File: config.mk
export PLATFORM = sky130hd
export DESIGN_NAME = arrival_priority_job_scheduler
export DESIGN_NICKNAME = d
export VERILOG_FILES = /design/src/rtl/asj_pkg.sv /design/src/rtl/arrival_priority_job_scheduler.sv /design/src/rtl/asj_cell.sv /design/src/rtl/asj_timer.sv
export SDC_FILE = /design/constraint.sdc
export NUM_CORES = 2
export LEC_CHECK = 0
export BUFFER_PORTS_ARGS = -buffer_cell sky130_fd_sc_hd__buf_2
export CAP_MARGIN = 20
export CORE_ASPECT_RATIO = 1.4
export CORE_MARGIN = 3
export CORE_UTILIZATION = 54
export DETAILED_ROUTE_END_ITERATION = 16
export PLACE_DENSITY = 0.8
export SLEW_MARGIN = 20
export SYNTH_ARGS = -nofsm -noshare
export SYNTH_HDL_FRONTEND = slang
export SYNTH_SLANG_ARGS = --single-unit
File: constraint.sdc
create_clock -name clock -period 19.4 [get_ports clock]
set_input_delay 1.94 -clock clock [delete_from_list [all_inputs] [get_ports clock]]
set_output_delay 1.94 -clock clock [all_outputs]
set_load 0.03 [all_outputs]
File: src/rtl/asj_pkg.sv
package asj_pkg;

   localparam int MAX_PROCS_DEF = 16;
   localparam int JOB_ID_W      = 5;
   localparam int PRIO_W        = 8;
   localparam int ARR_W         = 16;
   localparam int BURST_W       = 16;
   localparam int TIME_W        = 21;
   localparam int REQ_DATA_W    = 40;
   localparam int RSP_DATA_W    = 112;

   typedef struct packed {
      logic [JOB_ID_W-1:0] id;
      logic [PRIO_W-1:0]   prio;
      logic [ARR_W-1:0]    arr;
      logic [BURST_W-1:0]  burst;
   } job_rec_type;

   // what one cell shows its neighbours
   typedef struct packed {
      logic        valid;
      logic        disp;
      job_rec_type rec;
   } cell_link_type;

   typedef struct packed {
      job_rec_type       rec;
      logic [TIME_W-1:0] completion;
      logic [TIME_W-1:0] turnaround;
      logic [TIME_W-1:0] waiting;
      logic              last;
   } rsp_type;

   typedef enum logic {
      ST_LOAD,
      ST_EMIT
   } state_type;

   // x is scheduled ahead of y
   function automatic logic goes_before(job_rec_type x, job_rec_type y);
      logic r;
      if (x.arr != y.arr) begin
         r = (x.arr < y.arr);
      end else begin
         r = (x.prio > y.prio);
      end
      return r;
   endfunction

endpackage

File: src/rtl/arrival_priority_job_scheduler.sv
// arrival-ordered job scheduler with priority tie-break, run without preemption
//
// req channel: one job record per request, tdata holds priority, arrival and
// burst; tlast marks the final record of a set and starts the run. records are
// taken one per cycle while loading and dropped once MAX_PROCS are held.
// each record enters a chain of cells kept sorted by arrival, higher priority
// first on equal arrival, load order on full ties. after the final record the
// chain shifts out one job per cycle toward the head while the receiver is
// ready; the final request moves the state to emit, then the first job is
// popped into the output register, and one result follows per cycle.
// rsp channel: one result per job with completion, turnaround and waiting
// ticks; tlast flags the final job. a stalled receiver holds the chain and
// the output register; the next set may load as soon as the chain is empty.
// reset empties the chain, clears the schedule clock and drops any result.
module arrival_priority_job_scheduler #(
   parameter int MAX_PROCS = asj_pkg::MAX_PROCS_DEF
) (
   input  logic                           clock,
   input  logic                           reset,
   input  logic                           req_tvalid,
   output logic                           req_tready,
   // job_priority[7:0], arrival_time[23:8], burst_time[39:24]
   input  logic [asj_pkg::REQ_DATA_W-1:0] req_tdata,
   input  logic                           req_tlast,
   output logic                           rsp_tvalid,
   input  logic                           rsp_tready,
   // job_id[4:0], out_priority[12:5], out_arrival[28:13], out_burst[44:29],
   // completion_time[65:45], turnaround_time[86:66], waiting_time[107:87]
   output logic [asj_pkg::RSP_DATA_W-1:0] rsp_tdata,
   output logic                           rsp_tlast
);
   import asj_pkg::*;

   localparam int CNT_W = $clog2(MAX_PROCS + 1);

   state_type         state_ff, state_in;
   logic [CNT_W-1:0]  cnt_ff, cnt_in;
   logic              accept, insert, pop, clear;
   job_rec_type       new_rec;
   cell_link_type     links [MAX_PROCS];
   cell_link_type     head_link;
   logic              rsp_valid;
   rsp_type           rsp;

   assign req_tready = (state_ff == ST_LOAD);
   assign accept     = req_tvalid && req_tready;
   assign insert     = accept && (cnt_ff != CNT_W'(MAX_PROCS));
   assign clear      = accept && req_tlast;
   assign pop        = (state_ff == ST_EMIT) && (!rsp_valid || rsp_tready);

   assign new_rec.id    = JOB_ID_W'(cnt_ff) + JOB_ID_W'(1);
   assign new_rec.prio  = req_tdata[PRIO_W-1:0];
   assign new_rec.arr   = req_tdata[PRIO_W +: ARR_W];
   assign new_rec.burst = req_tdata[PRIO_W+ARR_W +: BURST_W];

   // the head sees an always-full neighbour that never displaces
   assign head_link.valid = 1'b1;
   assign head_link.disp  = 1'b0;
   assign head_link.rec   = '0;

   for (genvar i = 0; i < MAX_PROCS; i++) begin : g_cell
      cell_link_type prev_l, next_l;
      if (i == 0) begin : g_head
         assign prev_l = head_link;
      end else begin : g_mid
         assign prev_l = links[i-1];
      end
      if (i == MAX_PROCS - 1) begin : g_tail
         assign next_l = '0;
      end else begin : g_body
         assign next_l = links[i+1];
      end
      asj_cell u_cell (
         .clock     (clock),
         .reset     (reset),
         .insert    (insert),
         .pop       (pop),
         .new_rec   (new_rec),
         .prev_link (prev_l),
         .next_link (next_l),
         .link      (links[i])
      );
   end

   always_comb begin
      state_in = state_ff;
      cnt_in   = cnt_ff;
      case (state_ff)
         ST_LOAD: begin
            if (insert) begin
               cnt_in = cnt_ff + CNT_W'(1);
            end
            if (clear) begin
               state_in = ST_EMIT;
            end
         end
         ST_EMIT: begin
            if (pop) begin
               cnt_in = cnt_ff - CNT_W'(1);
               if (cnt_ff == CNT_W'(1)) begin
                  state_in = ST_LOAD;
               end
            end
         end
         default: begin
            state_in = ST_LOAD;
            cnt_in   = '0;
         end
      endcase
   end

   always_ff @(posedge clock) begin
      if (reset) begin
         state_ff <= ST_LOAD;
         cnt_ff   <= '0;
      end else begin
         state_ff <= state_in;
         cnt_ff   <= cnt_in;
      end
   end

   asj_timer u_timer (
      .clock     (clock),
      .reset     (reset),
      .clear     (clear),
      .load      (pop),
      .pop_rec   (links[0].rec),
      .pop_last  (cnt_ff == CNT_W'(1)),
      .rsp_taken (rsp_tready),
      .rsp_valid (rsp_valid),
      .rsp       (rsp)
   );

   assign rsp_tvalid = rsp_valid;
   assign rsp_tlast  = rsp.last;
   assign rsp_tdata  = {4'b0000, rsp.waiting, rsp.turnaround, rsp.completion,
                        rsp.rec.burst, rsp.rec.arr, rsp.rec.prio, rsp.rec.id};

endmodule

File: src/rtl/asj_cell.sv
module asj_cell (
   input  logic                  clock,
   input  logic                  reset,
   input  logic                  insert,
   input  logic                  pop,
   input  asj_pkg::job_rec_type  new_rec,
   input  asj_pkg::cell_link_type prev_link,
   input  asj_pkg::cell_link_type next_link,
   output asj_pkg::cell_link_type link
);
   import asj_pkg::*;

   logic        valid_ff, valid_in;
   job_rec_type rec_ff, rec_in;
   logic        disp;

   assign disp = valid_ff && goes_before(new_rec, rec_ff);

   always_comb begin
      valid_in = valid_ff;
      rec_in   = rec_ff;
      if (pop) begin
         // chain moves one place toward the head
         valid_in = next_link.valid;
         rec_in   = next_link.rec;
      end else if (insert) begin
         if (prev_link.disp) begin
            valid_in = 1'b1;
            rec_in   = prev_link.rec;
         end else if (disp || (!valid_ff && prev_link.valid)) begin
            valid_in = 1'b1;
            rec_in   = new_rec;
         end
      end
   end

   always_ff @(posedge clock) begin
      if (reset) begin
         valid_ff <= 1'b0;
      end else begin
         valid_ff <= valid_in;
      end
      rec_ff <= rec_in;
   end

   assign link.valid = valid_ff;
   assign link.disp  = disp;
   assign link.rec   = rec_ff;

endmodule

File: src/rtl/asj_timer.sv
module asj_timer (
   input  logic                 clock,
   input  logic                 reset,
   input  logic                 clear,
   input  logic                 load,
   input  asj_pkg::job_rec_type pop_rec,
   input  logic                 pop_last,
   input  logic                 rsp_taken,
   output logic                 rsp_valid,
   output asj_pkg::rsp_type     rsp
);
   import asj_pkg::*;

   logic [TIME_W-1:0] clock_time_ff, clock_time_in;
   logic [TIME_W-1:0] arr_ext, burst_ext, start_t;
   logic              rsp_valid_ff, rsp_valid_in;
   rsp_type           rsp_ff, rsp_in;

   assign arr_ext   = TIME_W'(pop_rec.arr);
   assign burst_ext = TIME_W'(pop_rec.burst);
   assign start_t   = (clock_time_ff > arr_ext) ? clock_time_ff : arr_ext;

   always_comb begin
      clock_time_in = clock_time_ff;
      rsp_valid_in  = rsp_valid_ff;
      rsp_in        = rsp_ff;
      if (rsp_taken) begin
         rsp_valid_in = 1'b0;
      end
      if (clear) begin
         clock_time_in = '0;
      end else if (load) begin
         // waiting is start minus arrival, so both sums run side by side
         rsp_in.rec        = pop_rec;
         rsp_in.completion = start_t + burst_ext;
         rsp_in.waiting    = start_t - arr_ext;
         rsp_in.turnaround = (start_t - arr_ext) + burst_ext;
         rsp_in.last       = pop_last;
         rsp_valid_in      = 1'b1;
         clock_time_in     = start_t + burst_ext;
      end
   end

   always_ff @(posedge clock) begin
      if (reset) begin
         clock_time_ff <= '0;
         rsp_valid_ff  <= 1'b0;
      end else begin
         clock_time_ff <= clock_time_in;
         rsp_valid_ff  <= rsp_valid_in;
      end
      rsp_ff <= rsp_in;
   end

   assign rsp_valid = rsp_valid_ff;
   assign rsp       = rsp_ff;

endmodule
==> results.toml <==
[status]
status = "finished, final reports clean"

[synthesis]
netlist_area_um2 = 58010
synthCells = 5892
synth_top_area_cell = "edfxtp_1"
ys_warn_count = 0
async_flop_share_pct = 0
ys_ff_latch = 873
synth_ff_type = "edfxtp_1"
synth_top_cell_area_share_pct = 40.58
yosysSeqAreaShare_pct = 43.65
synth_area_leaders = "edfxtp_1 41%, ha_1 9.8%, mux2i_1 4.6%"
avgSynthCellArea_um2 = 9.846
ys_types = 91
synth-edff-count = 784

[flow_run]
maxCapViolCount = 0

[finish]
syn_to_final_growth_pct = 8.032
drive_gt1_share_pct = 11.61
fin_nets = 6249

[routing]
firstDrtPassIters = 6
drt_wl_total_um = 172800
drtIter0Drc = 5499
route.detailed.drc = 0
num_vias = 48313
via_per_inst = 6.659
wl_per_cell_um = 23.82
antenna_left = 0

[clock_tree]
cts_buffers = 85
cts_tree = "done"
ctsRootBufferMaster = "clkbuf_16"
cts_setup_buffers = 0
cts_resized = 0
htreeDepth = 3
cts_buffer_depth = 3
ctsHoldBuffers = 0
cts.clk_slew.worst_paths_ps = 70
clk_latency_ps = 700
cts.sinks = 873

[setup_path]
r2r-end = "u_timer.rsp[42]$_DFFE_PP_"
cp_data_arrival_time_ps = 7300
r2r_cells = 27
critPathRequiredTime_ps = 19830
reg2reg_setup_slack_ps = 12530
cp-startpoint = "g_cell[0].u_cell.link[17]$_DFFE_PP_"
start_kind = "flip-flop"
crit_type = "reg -> reg"
cp_max_fo = 17
slowest_stage = "a2111o_1"
cp_num_cells = 27
critPathCapture = "u_timer.rsp[42]$_DFFE_PP_"
crit_path_end_kind = "flip-flop"
r2r-start = "g_cell[0].u_cell.link[17]$_DFFE_PP_"
critPathTopFamily = "compound AO/OA/AOI/OAI gates"
cp_num_buf_inv = 2
max_stage_delay_ps = 720

[power]
vdd_drop_max_mv = 0.07278
power_mw = 6.587
p_leak_nw = 25.02
pwr_density_cell_nw_per_um2 = 105.1

[place]
dp_slack_ps = 12600
numPortBuffers = 155
place_congestion = 0.9715
dp_hpwl_um = 123000

[timing]
fmax_mhz = 145.6
finalMaxSlewViolations = 0
fin_crit_sh_pct = 35.41
rsz0062_at_grt = "false"
hold_viol = 0
worst_pin_slew_ps = 1147
setup_slack_ps = 12530
max-slew-margin-rel_pct = 23.55
setup_violations = 0
worst_clock_skew_ps = 30.28
period_minus_slack_ps = 6870
fin_setup_tns_ps = 0
whs_ps = 461.6

[floorplan]
io_pins = 160
start_util_pct = 54.71
dieWidth_um = 283.0
fp.dieH_um = 393.8
rows = 141
core_um2 = 106000
die_area_um2 = 111500

[min_path]
hold_path.class = "reg -> reg"
hp-start = "g_cell[0].u_cell.link[41]$_DFFE_PP_"
hold_depth = 0

[grt]
grt_pass1_vias = 46772
grt_overflow = 0
grt_usage_pct = 29.96
grt_pass1_wl_um = 267100
antenna_found_initial = 7
grt_max_degree = 257
-- worst min-delay path by stage --
stage	to
floorplan	u_timer.rsp[104]$_DFFE_PP_
global route	u_timer.rsp[107]$_DFFE_PP_
detailed placement	u_timer.rsp[105]$_DFFE_PP_
global placement	u_timer.rsp[105]$_DFFE_PP_
CTS	g_cell[15].u_cell.link[42]$_SDFFE_PP0P_
finish	u_timer.rsp[105]$_DFFE_PP_
-- where the power goes --
group	switching (mW)	leakage, nW	internal, mW
clock network	0.789	1.46	1.05
logic	1.27	15.5	0.748
registers	0.228	8.10	2.50
total	2.29	25.0	4.30
-- state kept, by name, indices dropped and copies added (netlist names) --
signal and cells:
state_ff 1, g_cell.u_cell.valid_ff 16, u_timer.clock_time_ff 21, u_timer.rsp 109
u_timer.rsp_valid 1, g_cell.u_cell.link 720, cnt_ff 5
-- layout make-up --
cell class                 count  area (um2)
inverter                     420        1584
clock inverter                53       744.5
tap                         1430        1789
fill                        8595       43360
sequential                   873       25330
multi-input combinational   4121       29390
clock buffer                 107        2301
timing repair buffer         247        1520
antenna                        4       10.01
-- placed cells by master, fill, tap and decap left out, types with 99 or more instances in the layout --
cell,count
o221ai_1,99
inv_1,417
nor2_1,430
buf_2,155
a211oi_1,112
a21oi_1,256
nand2_1,508
ha_1,453
nand4_1,179
a21o_1,125
mux2i_1,266
nor3_1,212
edfxtp_1,784
o21ai_0,400
o211ai_1,158
nand3_1,104
-- synth_stat cells (44+ instances only) --
| cell type | number |
|---|---|
| and3_1 | 59 |
| nor3_1 | 212 |
| dfxtp_1 | 89 |
| mux2i_1 | 266 |
| nand2_1 | 512 |
| o221a_2 | 83 |
| nand4_1 | 179 |
| buf_1 | 49 |
| inv_1 | 417 |
| a21oi_1 | 258 |
| o221ai_1 | 99 |
| nand3_1 | 107 |
| ha_1 | 453 |
| o211ai_1 | 158 |
| nor2_1 | 431 |
| a2111oi_2 | 44 |
| mux2_2 | 62 |
| clkbuf_1 | 368 |
| o21a_1 | 93 |
| a21o_1 | 126 |
| nor2b_1 | 53 |
| a211o_1 | 49 |
| a211oi_1 | 112 |
| a311o_1 | 46 |
| edfxtp_1 | 784 |
| o21ai_0 | 402 |
-- layer usage --
layer  track usage (%)  vias to the layer above  routed length, um
met5                 0                        -                 46
met4             18.10                        6              10780
met3             4.153                      542              15590
met2             50.26                     2896              82480
met1             36.70                    23092              63920
li1                  -                    21777                  -
-- worst register-to-register path: cells and delay by family, from the launching register on --
kind / cells / cell delay, ps
AO/OA/AOI/OAI: 13 / 3530
adder cells (fa/ha/maj): 4 / 1180
AND/OR/NAND/NOR: 5 / 600
flip-flops: 1 / 420
XOR/XNOR: 2 / 350
multiplexers: 1 / 290
buffers and inverters: 2 / 240
-- logic make-up after synthesis --
logic type,Yosys count,synth area share (%)
AO/OA/AOI/OAI,1607,19.86
XOR/XNOR,59,0.8908
adder cells (fa/ha/maj),456,9.874
buffers and inverters,901,6.259
flip-flops,873,43.65
multiplexers,345,6.207
other,1,0.006464
AND/OR/NAND/NOR,1650,13.25
-- through the flow --
step,utilization (%),std cells,area (um2)
finish,59.11,7255,62670
global route,59.10,7252,62660
CTS,59.07,7250,62630
detailed placement,56.20,7090,59590
global placement,56.20,7090,59590
floorplan,-,5895,58020
Power figures use the tool's default switching activity.
